[config.mk]
export PLATFORM = sky130hd
export DESIGN_NAME = bitmap_block_allocator
export DESIGN_NICKNAME = d
export VERILOG_FILES = /design/src/rtl/bba_pkg.sv /design/src/rtl/bba_useq.sv /design/src/rtl/bba_datapath.sv /design/src/rtl/bitmap_block_allocator.sv
export SDC_FILE = /design/constraint.sdc
export NUM_CORES = 1
export LEC_CHECK = 0
export BUFFER_PORTS_ARGS = -buffer_cell sky130_fd_sc_hd__buf_2
export CORE_MARGIN = 2
export CORE_UTILIZATION = 51
export CTS_BUF_LIST = sky130_fd_sc_hd__clkbuf_8
export CTS_CLUSTER_SIZE = 10
export DETAILED_ROUTE_END_ITERATION = 12
export GPL_ROUTABILITY_DRIVEN = 0
export GPL_TIMING_DRIVEN = 0
export PLACE_DENSITY = 0.66
export SYNTH_ARGS = -nofsm -noshare
export SYNTH_HDL_FRONTEND = slang
export SYNTH_SLANG_ARGS = --single-unit
[constraint.sdc]
create_clock -name clk -period 10.8 [get_ports clk]
set_input_delay 0.54 -clock clk [delete_from_list [all_inputs] [get_ports clk]]
set_output_delay 0.54 -clock clk [all_outputs]
set_load 0.01 [all_outputs]
[src/rtl/bba_pkg.sv]
`default_nettype none
// ============================================================================
// bba_pkg
// Shared types, codes and the microcode table of the bitmap block allocator.
// ============================================================================
package bba_pkg;

    // Fixed field widths of the request and response beats.
    localparam int IDX_OUT_W   = 10;
    localparam int STATUS_W    = 2;
    localparam int COUNT_OUT_W = 11;

    // Entries per bitmap byte.
    localparam int ROW_BITS = 8;

    // Request opcodes.
    localparam logic OP_ALLOC = 1'b0;
    localparam logic OP_FREE  = 1'b1;

    // Response status codes.
    localparam logic [STATUS_W-1:0] ST_OK    = 2'd0;
    localparam logic [STATUS_W-1:0] ST_FULL  = 2'd1;
    localparam logic [STATUS_W-1:0] ST_DFREE = 2'd2;

    // Microprogram addresses.
    localparam int UPC_W = 4;
    localparam logic [UPC_W-1:0] U_CLEAR = 4'd0;
    localparam logic [UPC_W-1:0] U_IDLE  = 4'd1;
    localparam logic [UPC_W-1:0] U_DISP  = 4'd2;
    localparam logic [UPC_W-1:0] U_SCAN  = 4'd3;
    localparam logic [UPC_W-1:0] U_PICK  = 4'd4;
    localparam logic [UPC_W-1:0] U_ALLOC = 4'd5;
    localparam logic [UPC_W-1:0] U_FULL  = 4'd6;
    localparam logic [UPC_W-1:0] U_FCHK  = 4'd7;
    localparam logic [UPC_W-1:0] U_FREE  = 4'd8;
    localparam logic [UPC_W-1:0] U_DFREE = 4'd9;
    localparam logic [UPC_W-1:0] U_OUT   = 4'd10;

    // Row pointer operations. PTR_INC_NT increments only when the branch falls through.
    localparam logic [1:0] PTR_HOLD   = 2'd0;
    localparam logic [1:0] PTR_LOAD   = 2'd1;
    localparam logic [1:0] PTR_INC    = 2'd2;
    localparam logic [1:0] PTR_INC_NT = 2'd3;

    // Bitmap write operations.
    localparam logic [1:0] WR_NONE    = 2'd0;
    localparam logic [1:0] WR_CLR_ROW = 2'd1;
    localparam logic [1:0] WR_SET_BIT = 2'd2;
    localparam logic [1:0] WR_CLR_BIT = 2'd3;

    // Free counter operations.
    localparam logic [1:0] CNT_HOLD = 2'd0;
    localparam logic [1:0] CNT_DEC  = 2'd1;
    localparam logic [1:0] CNT_INC  = 2'd2;

    // Result register operations.
    localparam logic [2:0] RES_NONE     = 3'd0;
    localparam logic [2:0] RES_ALLOC_OK = 3'd1;
    localparam logic [2:0] RES_FULL     = 3'd2;
    localparam logic [2:0] RES_FREE_OK  = 3'd3;
    localparam logic [2:0] RES_DFREE    = 3'd4;

    // Branch conditions.
    localparam logic [2:0] CC_ALWAYS   = 3'd0;
    localparam logic [2:0] CC_IN_BEAT  = 3'd1;
    localparam logic [2:0] CC_OP_FREE  = 3'd2;
    localparam logic [2:0] CC_DONE     = 3'd3;
    localparam logic [2:0] CC_FOUND    = 3'd4;
    localparam logic [2:0] CC_LAST     = 3'd5;
    localparam logic [2:0] CC_FREE_OK  = 3'd6;
    localparam logic [2:0] CC_OUT_ROOM = 3'd7;

    typedef struct packed {
        logic             take_in;
        logic             out_load;
        logic [1:0]       ptr_op;
        logic [1:0]       wr_op;
        logic [1:0]       cnt_op;
        logic [2:0]       res_op;
        logic [2:0]       cond;
        logic [UPC_W-1:0] jmp;
        logic [UPC_W-1:0] nxt;
    } ctrl_t;

    typedef struct packed {
        logic op_free;
        logic done;
        logic found;
        logic last_row;
        logic free_ok;
    } dp_flags_t;

    typedef struct packed {
        logic    in_beat;
        logic    out_room;
        dp_flags_t dp;
    } cond_flags_t;

    // Entry byte*8+bit sits under mask 0x80>>bit of its bitmap byte.
    function automatic logic [ROW_BITS-1:0] bit_mask(input logic [2:0] b);
        return 8'h80 >> b;
    endfunction

    function automatic ctrl_t ucode_rom(input logic [UPC_W-1:0] upc);
        ctrl_t w;
        w = '{take_in: 1'b0, out_load: 1'b0, ptr_op: PTR_HOLD, wr_op: WR_NONE,
              cnt_op: CNT_HOLD, res_op: RES_NONE, cond: CC_ALWAYS,
              jmp: U_IDLE, nxt: U_IDLE};
        unique case (upc)
            U_CLEAR:
            begin
                w.wr_op  = WR_CLR_ROW;
                w.ptr_op = PTR_INC;
                w.cond   = CC_LAST;
                w.jmp    = U_IDLE;
                w.nxt    = U_CLEAR;
            end
            U_IDLE:
            begin
                w.take_in = 1'b1;
                w.ptr_op  = PTR_LOAD;
                w.cond    = CC_IN_BEAT;
                w.jmp     = U_DISP;
                w.nxt     = U_IDLE;
            end
            U_DISP:
            begin
                w.cond = CC_OP_FREE;
                w.jmp  = U_FCHK;
                w.nxt  = U_SCAN;
            end
            U_SCAN:
            begin
                w.ptr_op = PTR_INC_NT;
                w.cond   = CC_DONE;
                w.jmp    = U_PICK;
                w.nxt    = U_SCAN;
            end
            U_PICK:
            begin
                w.cond = CC_FOUND;
                w.jmp  = U_ALLOC;
                w.nxt  = U_FULL;
            end
            U_ALLOC:
            begin
                w.wr_op  = WR_SET_BIT;
                w.cnt_op = CNT_DEC;
                w.res_op = RES_ALLOC_OK;
                w.jmp    = U_OUT;
            end
            U_FULL:
            begin
                w.res_op = RES_FULL;
                w.jmp    = U_OUT;
            end
            U_FCHK:
            begin
                w.cond = CC_FREE_OK;
                w.jmp  = U_FREE;
                w.nxt  = U_DFREE;
            end
            U_FREE:
            begin
                w.wr_op  = WR_CLR_BIT;
                w.cnt_op = CNT_INC;
                w.res_op = RES_FREE_OK;
                w.jmp    = U_OUT;
            end
            U_DFREE:
            begin
                w.res_op = RES_DFREE;
                w.jmp    = U_OUT;
            end
            U_OUT:
            begin
                w.out_load = 1'b1;
                w.cond     = CC_OUT_ROOM;
                w.jmp      = U_IDLE;
                w.nxt      = U_OUT;
            end
            default:
            begin
                w.jmp = U_IDLE;
            end
        endcase
        return w;
    endfunction

endpackage
`default_nettype wire

[src/rtl/bba_useq.sv]
`default_nettype none
// ============================================================================
// bba_useq
// Microsequencer: step counter, control word table and conditional branch.
// ============================================================================
module bba_useq
    import bba_pkg::*;
(
    input  wire logic        clk,
    input  wire logic        rst_n,
    input  wire cond_flags_t flags,
    output ctrl_t            ctl,
    output logic             taken
);

    logic [UPC_W-1:0] upc_reg;
    logic [UPC_W-1:0] upc_next;

    assign ctl = ucode_rom(upc_reg);

    always_comb
    begin
        unique case (ctl.cond)
            CC_ALWAYS:   taken = 1'b1;
            CC_IN_BEAT:  taken = flags.in_beat;
            CC_OP_FREE:  taken = flags.dp.op_free;
            CC_DONE:     taken = flags.dp.done;
            CC_FOUND:    taken = flags.dp.found;
            CC_LAST:     taken = flags.dp.last_row;
            CC_FREE_OK:  taken = flags.dp.free_ok;
            CC_OUT_ROOM: taken = flags.out_room;
            default:     taken = 1'b1;
        endcase
    end

    assign upc_next = taken ? ctl.jmp : ctl.nxt;

    // Reset starts the clearing pass over the bitmap.
    always_ff @(posedge clk or negedge rst_n)
    begin
        if (!rst_n)
        begin
            upc_reg <= U_CLEAR;
        end
        else
        begin
            upc_reg <= upc_next;
        end
    end

    a_upc_range: assert property (@(posedge clk) disable iff (!rst_n)
        upc_reg <= U_OUT)
        else $error("step counter left the program");

    a_out_waits: assert property (@(posedge clk) disable iff (!rst_n)
        (upc_reg == U_OUT && !flags.out_room) |=> upc_reg == U_OUT)
        else $error("result step left while the output was full");

    a_accept_dispatch: assert property (@(posedge clk) disable iff (!rst_n)
        (upc_reg == U_IDLE && flags.in_beat) |=> upc_reg == U_DISP)
        else $error("accepted request was not dispatched");

endmodule
`default_nettype wire

[src/rtl/bba_datapath.sv]
`default_nettype none
// ============================================================================
// bba_datapath
// Bitmap memory, row pointer, free counter and result registers.
// ============================================================================
module bba_datapath
    import bba_pkg::*;
#(
    parameter int NUM_ENTRIES = 1024
)
(
    input  wire logic                     clk,
    input  wire logic                     rst_n,
    input  wire ctrl_t                    ctl,
    input  wire logic                     taken,
    input  wire logic                     in_beat,
    input  wire logic                     operation,
    input  wire logic [IDX_OUT_W-1:0]     entry_index,
    output dp_flags_t                     flags,
    output logic [$clog2(NUM_ENTRIES)-1:0]   res_idx,
    output logic [STATUS_W-1:0]           res_status,
    output logic [$clog2(NUM_ENTRIES+1)-1:0] free_cnt
);

    localparam int ROWS  = (NUM_ENTRIES + ROW_BITS - 1) / ROW_BITS;
    localparam int ROW_W = (ROWS > 1) ? $clog2(ROWS) : 1;
    localparam int IDX_W = $clog2(NUM_ENTRIES);
    localparam int CNT_W = $clog2(NUM_ENTRIES + 1);

    logic [ROW_BITS-1:0] mem [ROWS];
    logic [ROW_BITS-1:0] rd_reg;
    logic [ROW_BITS-1:0] wr_data;

    logic [ROW_W-1:0]     ptr_reg;
    logic [ROW_W-1:0]     ptr_next;
    logic [CNT_W-1:0]     cnt_reg;
    logic [CNT_W-1:0]     cnt_next;
    logic                 op_reg;
    logic [IDX_OUT_W-1:0] idx_reg;
    logic [IDX_W-1:0]     res_idx_reg;
    logic [STATUS_W-1:0]  res_status_reg;

    logic        found;
    logic [2:0]  found_bit;
    logic [31:0] row_base;
    logic        in_range;
    logic        last_row;
    logic        free_ok;

    assign row_base = 32'(ptr_reg) << 3;
    assign last_row = (ptr_reg == ROW_W'(ROWS - 1));
    assign in_range = (32'(idx_reg) < NUM_ENTRIES);
    assign free_ok  = in_range && ((rd_reg & bit_mask(idx_reg[2:0])) != '0);

    // Lowest free entry of the current row; entries past the end count as used.
    always_comb
    begin
        found     = 1'b0;
        found_bit = '0;
        for (int b = ROW_BITS - 1; b >= 0; b--)
        begin
            if (!rd_reg[ROW_BITS-1-b] && ((row_base + 32'(b)) < NUM_ENTRIES))
            begin
                found     = 1'b1;
                found_bit = 3'(b);
            end
        end
    end

    assign flags = '{op_free: op_reg == OP_FREE, done: found || last_row,
                     found: found, last_row: last_row, free_ok: free_ok};

    always_comb
    begin
        unique case (ctl.ptr_op)
            PTR_HOLD:   ptr_next = ptr_reg;
            PTR_LOAD:   ptr_next = (operation == OP_FREE)
                                   ? ROW_W'(32'(entry_index) >> 3) : '0;
            PTR_INC:    ptr_next = ptr_reg + 1'b1;
            PTR_INC_NT: ptr_next = taken ? ptr_reg : ptr_reg + 1'b1;
            default:    ptr_next = ptr_reg;
        endcase
    end

    always_comb
    begin
        unique case (ctl.cnt_op)
            CNT_HOLD: cnt_next = cnt_reg;
            CNT_DEC:  cnt_next = cnt_reg - 1'b1;
            CNT_INC:  cnt_next = cnt_reg + 1'b1;
            default:  cnt_next = cnt_reg;
        endcase
    end

    always_comb
    begin
        unique case (ctl.wr_op)
            WR_CLR_ROW: wr_data = '0;
            WR_SET_BIT: wr_data = rd_reg | bit_mask(found_bit);
            WR_CLR_BIT: wr_data = rd_reg & ~bit_mask(idx_reg[2:0]);
            default:    wr_data = rd_reg;
        endcase
    end

    // The read follows the pointer's next value, so rd_reg holds the row under the
    // current pointer, but does not yet show a write made to that same row.
    always_ff @(posedge clk)
    begin
        if (ctl.wr_op != WR_NONE)
        begin
            mem[ptr_reg] <= wr_data;
        end
        rd_reg <= mem[ptr_next];
    end

    always_ff @(posedge clk or negedge rst_n)
    begin
        if (!rst_n)
        begin
            ptr_reg <= '0;
            cnt_reg <= CNT_W'(NUM_ENTRIES);
        end
        else
        begin
            ptr_reg <= ptr_next;
            cnt_reg <= cnt_next;
        end
    end

    always_ff @(posedge clk)
    begin
        if (ctl.take_in && in_beat)
        begin
            op_reg  <= operation;
            idx_reg <= entry_index;
        end
        unique case (ctl.res_op)
            RES_ALLOC_OK:
            begin
                res_idx_reg    <= IDX_W'(row_base + 32'(found_bit));
                res_status_reg <= ST_OK;
            end
            RES_FULL:
            begin
                res_idx_reg    <= '0;
                res_status_reg <= ST_FULL;
            end
            RES_FREE_OK:
            begin
                res_idx_reg    <= '0;
                res_status_reg <= ST_OK;
            end
            RES_DFREE:
            begin
                res_idx_reg    <= '0;
                res_status_reg <= ST_DFREE;
            end
            default:
            begin
                res_idx_reg    <= res_idx_reg;
                res_status_reg <= res_status_reg;
            end
        endcase
    end

    assign res_idx    = res_idx_reg;
    assign res_status = res_status_reg;
    assign free_cnt   = cnt_reg;

    a_cnt_range: assert property (@(posedge clk) disable iff (!rst_n)
        32'(cnt_reg) <= NUM_ENTRIES)
        else $error("free count above the number of entries");

    a_set_found: assert property (@(posedge clk) disable iff (!rst_n)
        ctl.wr_op == WR_SET_BIT |-> found && cnt_reg != '0)
        else $error("allocation without a free entry");

    a_clr_used: assert property (@(posedge clk) disable iff (!rst_n)
        ctl.wr_op == WR_CLR_BIT |-> free_ok && 32'(cnt_reg) < NUM_ENTRIES)
        else $error("free of an entry that was not in use");

endmodule
`default_nettype wire

[src/rtl/bitmap_block_allocator.sv]
`default_nettype none
// ============================================================================
// bitmap_block_allocator
// First-fit bitmap allocator run by a microcoded sequencer over a byte-wide
// bitmap memory, with a registered response stage.
// ============================================================================
//
//  Channel   Direction  Handshake            Beat contents
//  --------  ---------  -------------------  ---------------------------------
//  request   in         in_valid / in_stall  operation, entry_index
//  response  out        out_valid / out_stall allocated_index, status, free_count
//
//  An allocate runs dispatch, a scan of one bitmap byte per cycle through
//  the memory read port (up to 128 at the default size), a pick step, the
//  allocate or full step and the output step; a free runs dispatch, a check,
//  the free or double-free step and the output step. After reset a clearing
//  pass writes one bitmap byte per cycle, all 128 at the default size, while
//  in_stall stays high. A stalled response holds the sequencer in U_OUT.
//
module bitmap_block_allocator
    import bba_pkg::*;
#(
    parameter int NUM_ENTRIES = 1024
)
(
    input  wire logic                   clk,
    input  wire logic                   rst_n,
    input  wire logic                   in_valid,
    output logic                        in_stall,
    input  wire logic                   operation,
    input  wire logic [IDX_OUT_W-1:0]   entry_index,
    output logic                        out_valid,
    input  wire logic                   out_stall,
    output logic [IDX_OUT_W-1:0]        allocated_index,
    output logic [STATUS_W-1:0]         status,
    output logic [COUNT_OUT_W-1:0]      free_count
);

    localparam int IDX_W = $clog2(NUM_ENTRIES);
    localparam int CNT_W = $clog2(NUM_ENTRIES + 1);

    ctrl_t       ctl;
    logic        taken;
    dp_flags_t   dp_flags;
    cond_flags_t flags;
    logic        in_beat;
    logic        out_room;
    logic        out_load;

    logic [IDX_W-1:0]    res_idx;
    logic [STATUS_W-1:0] res_status;
    logic [CNT_W-1:0]    free_cnt;

    logic                   out_valid_reg;
    logic [IDX_OUT_W-1:0]   out_idx_reg;
    logic [STATUS_W-1:0]    out_status_reg;
    logic [COUNT_OUT_W-1:0] out_count_reg;
    logic [31:0]            idx_wide;
    logic [31:0]            cnt_wide;

    assign in_stall = !ctl.take_in;
    assign in_beat  = in_valid && !in_stall;
    assign out_room = !out_valid_reg || !out_stall;
    assign out_load = ctl.out_load && out_room;
    assign flags    = '{in_beat: in_beat, out_room: out_room, dp: dp_flags};

    bba_useq u_useq
    (
        .clk   (clk),
        .rst_n (rst_n),
        .flags (flags),
        .ctl   (ctl),
        .taken (taken)
    );

    bba_datapath #(
        .NUM_ENTRIES (NUM_ENTRIES)
    ) u_datapath
    (
        .clk         (clk),
        .rst_n       (rst_n),
        .ctl         (ctl),
        .taken       (taken),
        .in_beat     (in_beat),
        .operation   (operation),
        .entry_index (entry_index),
        .flags       (dp_flags),
        .res_idx     (res_idx),
        .res_status  (res_status),
        .free_cnt    (free_cnt)
    );

    assign idx_wide = 32'(res_idx);
    assign cnt_wide = 32'(free_cnt);

    always_ff @(posedge clk or negedge rst_n)
    begin
        if (!rst_n)
        begin
            out_valid_reg <= 1'b0;
        end
        else if (out_load)
        begin
            out_valid_reg <= 1'b1;
        end
        else if (!out_stall)
        begin
            out_valid_reg <= 1'b0;
        end
    end

    always_ff @(posedge clk)
    begin
        if (out_load)
        begin
            out_idx_reg    <= idx_wide[IDX_OUT_W-1:0];
            out_status_reg <= res_status;
            out_count_reg  <= cnt_wide[COUNT_OUT_W-1:0];
        end
    end

    assign out_valid       = out_valid_reg;
    assign allocated_index = out_idx_reg;
    assign status          = out_status_reg;
    assign free_count      = out_count_reg;

    a_one_in_flight: assert property (@(posedge clk) disable iff (!rst_n)
        in_beat |=> in_stall)
        else $error("second request taken while one is in flight");

    a_load_room: assert property (@(posedge clk) disable iff (!rst_n)
        (out_valid_reg && out_stall) |-> !out_load)
        else $error("response register overwritten while stalled");

    a_busy_no_out: assert property (@(posedge clk) disable iff (!rst_n)
        in_beat |-> !ctl.out_load)
        else $error("request accepted in the response step");

endmodule
`default_nettype wire
==> summary.md, run 1 <==
| Metric | Value |
|---|---|
| Slew Limit Fails | 0 |
| Tightest Pin Transition | between 1 and 1.5 ns |
| Core area | a little under 90,000 um^2 |
| Slew HR | around 1.2% |
| First-pass GRT wire length | about 190 mm |
| WL/cell | 28.0 um |
| Die W | about 300 um |
| Crit Path Max Fanout | 10 |
| R2r setup slk | roughly 4.8 ns |
| Clk sinks | 1,094 |
| Synthesized cell area | about 45,000 um^2 |
| Die H | about 300 um |
| Via density | roughly 6.2 |
| Overflow after GRT | 0 |
| Starting density of the core | between 50% and 60% |
| Antenna viol nets, final | 0 |
| Area leader, netlist | edfxtp_1 |
| RSZ-0062 raised after global routing | no |
| Fin crit share | between 50% and 60% |
| Post-synthesis compound-gate area fraction | under 10% |
| P&R area growth vs syn | 12.8% |
| Die Footprint | around 91,000 um^2 |
| Main combinational cell family by area after synthesis | simple AND/OR/NAND/NOR gates |
| Initial antenna violation count | 3 |
| # Max-Cap Violations | 0 |
| Arrival time at the worst endpoint | 6.68 ns |
| Yosys warns | 0 |
| Most common cell in the synthesized netlist | edfxtp_1 |
| Overall Global Routing Usage | 29.8% |
| Synth top area share | between 70 and 80% |
| Post-synthesis mux area share | between 5 and 6% |
| Nature of the critical path endpoint | flop |
| Clk_skew | between 0.06 and 0.07 ns |
| Worst-Skew Late Latency | roughly 0.88 ns |
| Top reg by flops | u_datapath.mem |
| Syn Nets | between 3,000 and 4,000 |
| Synth unique cells | 88 |
| # setup viols final | 0 |
| HP Class | in -> reg |
| Setup TNS | 0 ns |
| Buffer count from post-CTS setup fixing | 0 |
| Avg Synthesized Cell Area | ~14 um^2 |
| Fmax | around 170 MHz |
| Num CTS Buffers | about 170 |
| Outcome | finished clean |
| Root buffer cell | clkbuf_8 |
| Number of synthesized register bits | 1,094 |
| Row count | approximately 110 |
| IO Pins | 40 |
| DP Area | around 48,000 um^2 |
| Post-route cell area | 50,800 um^2 |
| Initial DRC count | ~4,400 |
| Drc violations | 0 |
| Endpoints failing hold | 0 |
| Pin count of the biggest net entering global routing | between 40 and 50 |
| Post-Synth Simple-Gate Area | approximately 13% |
| Main area contributors after synthesis | edfxtp_1, nand2_1, mux2i_1 |
| Drt total wl | ~140 mm |
| Detailed placement HPWL | between 90 and 100 mm |
| Vias in the first global route | 28,300 |
| Port bufs | 39 |
| Post-synth EDFFs | 1,063 |
| Min Clock Period, post-route | between 5 and 6 ns |
| Synth cell count leaders | edfxtp_1, nand2_1, nand3_1 |
| CP Launch Type | flop |
| Async SR Flop Fraction | between 2 and 2.5% |
| Mapped Cells | ~3,300 |
| Worst setup path category | reg -> reg |
| Post-Synth Adder-Cell Area | 0.405% |
| DR pass1 iterations | 8 |
| Sequential fraction of the synthesis area | between 70% and 80% |
| H-Tree Depth | 4 |
| Vias | 30,000 |
| Predominant post-synthesis flop cell | edfxtp_1 |
| Layout net count | 3,568 |
| Worst endpoint required time | around 11 ns |
| Layout cells sized above 1 | 12.4% |
| CTS Buffer Depth | 3 |
| Max FFs per register | about 1,000 |
| Clock-pin slew on the worst setup and hold paths | approximately 0.07 ns |
| XOR/XNOR Fraction of Synth Area | less than 1% |
| CTS tree | built |
[worst paths after layout]
check | startpoint | endpoint | depth (start not counted)
worst max-delay path | u_datapath.ptr_reg[5] | u_datapath.rd_reg[5] | 12
worst min-delay path | in_valid | u_datapath.idx_reg[0] | 2
worst max register to register | u_datapath.ptr_reg[5] | u_datapath.rd_reg[5] | 12
worst min register to register | u_datapath.res_idx[5] | allocated_index[5] | 0
max in group asynchronous | rst_n | u_datapath.free_cnt[6] | 2
min in group asynchronous | rst_n | u_datapath.free_cnt[4] | 2
[worst max-delay path, cell delays in order, from the launching register on]
cell and delay, ns:
dfrtp_1 0.32, buf_2 0.29, nand4_1 0.68, nor4_4 0.50, or3_1 0.17, buf_4 0.18
nor4_1 0.08, nor3_1 0.85, inv_1 0.28, nor3_1 1.14, o21ai_0 0.51, a2bb2oi_1 0.63
a211oi_1 0.17
[layout make-up]
| type | instances | area (um^2) |
|---|---|---|
| sequential | 1094 | 32700 |
| fill | 6933 | 37200 |
| buffer | 209 | 1080 |
| inverter | 19 | 73.8 |
| multi-input combinational | 1965 | 11300 |
| antenna | 1 | 2.50 |
| tap | 1165 | 1460 |
| clock inverter | 125 | 684 |
| timing repair buffer | 77 | 1000 |
| clock buffer | 181 | 2490 |
[stage by stage]
| step | std cells | setup WS (ns) | hold slack [ns] | utilization (%) |
|---|---|---|---|---|
| global placement | 4491 | -5.76 | 0.404 | 53.1 |
| floorplan | 3287 | 2.92 | 0.244 | - |
| finish | 4836 | 4.81 | 0.178 | 57.8 |
| CTS | 4835 | 5.29 | 0.135 | 57.8 |
| global route | 4836 | 4.71 | 0.173 | 57.8 |
| detailed placement | 4523 | 5.34 | 0.405 | 54.1 |
[cells by family (layout without fill, tap and decap cells)]
logic type,after synthesis,count (layout)
flip-flops,1094,1094
multiplexers,226,226
XOR/XNOR,13,13
buffers and inverters,228,611
AND/OR/NAND/NOR,1335,1335
other,0,1
AO/OA/AOI/OAI,377,377
adder cells (fa/ha/maj),14,14
[cell usage in the layout (no fill, tap or decap), drive strengths merged, types with 22 or more instances in the layout]
master  synthesis  layout
clkbuf         83     264
buf           126     197
a31oi          23      23
mux2i         217     217
nand2         732     732
edfxtp       1063    1063
and3           29      29
a21oi          70      70
dfrtp          22      22
nor2          167     167
inv            19      80
clkinv          0      61
nand3         302     302
o21ai          47      47
a32oi          56      56
a32o           55      55
[layer usage]
layer / track usage (%) / up-vias / wire length [um]
met4: 15.9 / 4 / 8060
met3: 8.03 / 392 / 16200
met2: 44.4 / 2029 / 59400
li1: - / 12900 / -
met5: 0 / - / 36
met1: 40.0 / 14700 / 51600
[timing repair]
item,CTS,global route
hold endpoints to repair,27,0
hold buffers,6,0
resized for setup,0,0
Power of run 1 is left out: the tool's default activity adds up to more than one toggle a clock period on the data nets, which glitch-free logic cannot reach.
==> run 2: changes to the inputs <==
--- a/config.mk
+++ b/config.mk
@@ -13,7 +13,7 @@
 export DETAILED_ROUTE_END_ITERATION = 12
 export GPL_ROUTABILITY_DRIVEN = 0
 export GPL_TIMING_DRIVEN = 0
-export PLACE_DENSITY = 0.66
+export PLACE_DENSITY = 0.69
 export SYNTH_ARGS = -nofsm -noshare
 export SYNTH_HDL_FRONTEND = slang
 export SYNTH_SLANG_ARGS = --single-unit
==> constraint.sdc (replaced) <==
create_clock -name clk -period 4.9 [get_ports clk]
set_input_delay 0.245 -clock clk [delete_from_list [all_inputs] [get_ports clk]]
set_output_delay 0.245 -clock clk [all_outputs]
set_load 0.01 [all_outputs]
==> run 2 against run 1 <==
- the run now ends with max-capacitance violations, max-slew violations, negative setup slack left
- via count up 1.5%
- critical path depth up 1
- maximum frequency grew 19%
- critical endpoint is now u_datapath.rd_reg[3]
- worst hold slack worse by 0.10 ns
- worst setup slack got worse by 5.0 ns
- highest routed layer unchanged
- register-to-register slack worse by 5.0 ns
==> summary.md, run 2 (synthesis gave the netlist of run 1 again) <==
| Metric | Value |
|---|---|
| Outcome | finished, violations left |
| Failing checks | max-capacitance violations, max-slew violations, negative setup slack |
| R2r setup slk | -0.15 ns (-4.96 ns) |
| Clk_skew | 0.0547 ns (-0.00618 ns) |
| Clk sinks | 1,094 (unchanged) |
| Min Clock Period, post-route | 5.05 ns (-0.936 ns) |
| Initial DRC count | 4,834 (+11%) |
| Root buffer cell | clkbuf_8 |
| HP Class | in -> reg |
| Overflow after GRT | 0 (unchanged) |
| P&R area growth vs syn | 13.7% |
| Post-route cell area | 51,200 um^2 (+0.83%) |
| Die H | 301 um (unchanged) |
| Slew HR | -6.88% (-8.1 points) |
| Commonest non-fill, non-tap cell in the layout | edfxtp_1 |
| Max FFs per register | 1,024 (unchanged) |
| Fillers | 6,880 (-0.76%) |
| Nature of the critical path endpoint | flop |
| Layout net count | 3,581 (+0.36%) |
| Fmax | 198 MHz (+19%) |
| Worst setup path category | reg -> reg |
| Antenna viol nets, final | 0 (unchanged) |
| Num CTS Buffers | 171 (-1.2%) |
| Worst endpoint required time | 5.62 ns (-5.87 ns) |
| WL/cell | 28.4 um (+1.4%) |
| Drt total wl | 137 mm (+1.4%) |
| RSZ-0062 raised after global routing | yes |
| Non-Filler Instances | 4,840 (+0.083%) |
| Overall Global Routing Usage | 30.1% (+0.35 points) |
| Core area | 88,000 um^2 (unchanged) |
| Slew Limit Fails | 11 (+11) |
| Clock-pin slew on the worst setup and hold paths | 0.06 ns (about the same) |
| CTS Buffer Depth | 3 (unchanged) |
| Setup TNS | -2.02 ns (-2.02 ns) |
| Vias | 30,400 (+1.5%) |
| Slowest-stage cell, CP | nor2_1 |
| Top reg by flops | u_datapath.mem |
| Dpl cells | 4,529 (+0.13%) |
| Vias in the first global route | 29,000 (+2.3%) |
| Max stage delay on crit path | 0.58 ns (-0.56 ns) |
| Die Footprint | 90,700 um^2 (unchanged) |
| Port bufs | 39 (unchanged) |
| Starting density of the core | 51.2% (unchanged) |
| CP Launch Type | flop |
| Tightest Pin Transition | 1.60 ns (+0.122 ns) |
| Arrival time at the worst endpoint | 5.78 ns (-0.90 ns) |
| Row count | 109 (unchanged) |
| Pin count of the biggest net entering global routing | 38 (-21%) |
| Utilization after layout | 58.2% (+0.48 points) |
| Fin crit share | 103% (+48 points) |
| Detailed placement HPWL | 95.4 mm (+1.2%) |
| IO Pins | 40 (unchanged) |
| Drc violations | 0 (unchanged) |
| DR pass1 iterations | 9 (+1) |
| Layout cells sized above 1 | 15.6% (+3.2 points) |
| Fin worst setup slack | -0.154 ns (-4.96 ns) |
| CTS tree | built |
| # setup viols final | 58 (+58) |
| DP Area | 47,600 um^2 (about the same) |
| H-Tree Depth | 4 (unchanged) |
| Crit Path Max Fanout | 10 (unchanged) |
| Die W | 301 um (unchanged) |
| Critical-path cell list | clkbuf_1, nand3_1, or4_1, a21oi_1, a221oi_1, and3_1, clkbuf_1, nor2_1, buf_1, nand3_1, nand4_1, a22oi_1, a211oi_1 |
| Initial antenna violation count | 3 (unchanged) |
| First-pass GRT wire length | 194 mm (+1.2%) |
| Endpoints failing hold | 0 (unchanged) |
| Most frequent cells in the layout | edfxtp_1, nand2_1, nand3_1 |
| Worst-Skew Late Latency | 0.89 ns (about the same) |
| Via density | 6.28 (+1.4%) |
| # Max-Cap Violations | 2 (+2) |
[run 2: area by class of cell]
class	instances	area (um^2)	area share, %
Antenna cell	1	2.50	0.00489
Inverter	19	73.8	0.144
Sequential cell	1094	32700	63.8
Clock buffer	176	2420	4.73
Buffer	209	1110	2.18
Multi-Input combinational cell	1965	11700	22.8
Timing Repair Buffer	92	1080	2.11
Tap cell	1165	1460	2.85
Clock inverter	119	743	1.45
[run 2: repair_timing]
| item | CTS | global route |
|---|---|---|
| hold endpoints to repair | 33 | 0 |
| hold buffers | 10 | 0 |
| buffers inserted | 4 | 0 |
| pin swaps | 3 | 3 |
| resized for setup | 15 | 136 |
| setup endpoints to repair | 16 | 648 |
[run 2: worst paths after layout]
path | start | endpoint | depth (start not counted)
setup / recovery | u_datapath.ptr_reg[0] | u_datapath.rd_reg[3] | 13
hold / removal | entry_index[0] | u_datapath.idx_reg[0] | 2
setup reg to reg | u_datapath.ptr_reg[0] | u_datapath.rd_reg[3] | 13
hold reg to reg | u_datapath.res_idx[1] | allocated_index[1] | 0
max in group asynchronous | rst_n | u_datapath.free_cnt[7] | 4
min in group asynchronous | rst_n | u_datapath.free_cnt[2] | 4
[run 2: metal layers]
| metal | vias up | part of all wire, % | track usage (%) |
|---|---|---|---|
| met5 | - | 0.081 | 0.635 |
| li1 | 12900 | - | - |
| met1 | 14800 | 36 | 38.6 |
| met4 | 6 | 6.8 | 18.9 |
| met2 | 2197 | 43 | 44.1 |
| met3 | 506 | 13 | 10.4 |
[run 2: per-stage QoR]
| step | setup WS [ns] | hold WS [ns] |
|---|---|---|
| after floorplan | -0.629 | -0.0506 |
| after global placement | -6.20 | 0.285 |
| after detailed placement | -0.514 | 0.292 |
| after CTS | 0.00656 | 0.0156 |
| after global routing | -0.0913 | 0.0723 |
| final | -0.154 | 0.0777 |
[run 2: critical path: cells and delay by family, from the launching register on]
family	cells	cell delay (ns)
buffers and inverters	3	1.29
DFF	1	0.42
AOI/OAI and AO/OA	4	0.97
and+or+nand+nor	6	2.19
Power of run 2 is left out for the same reason.
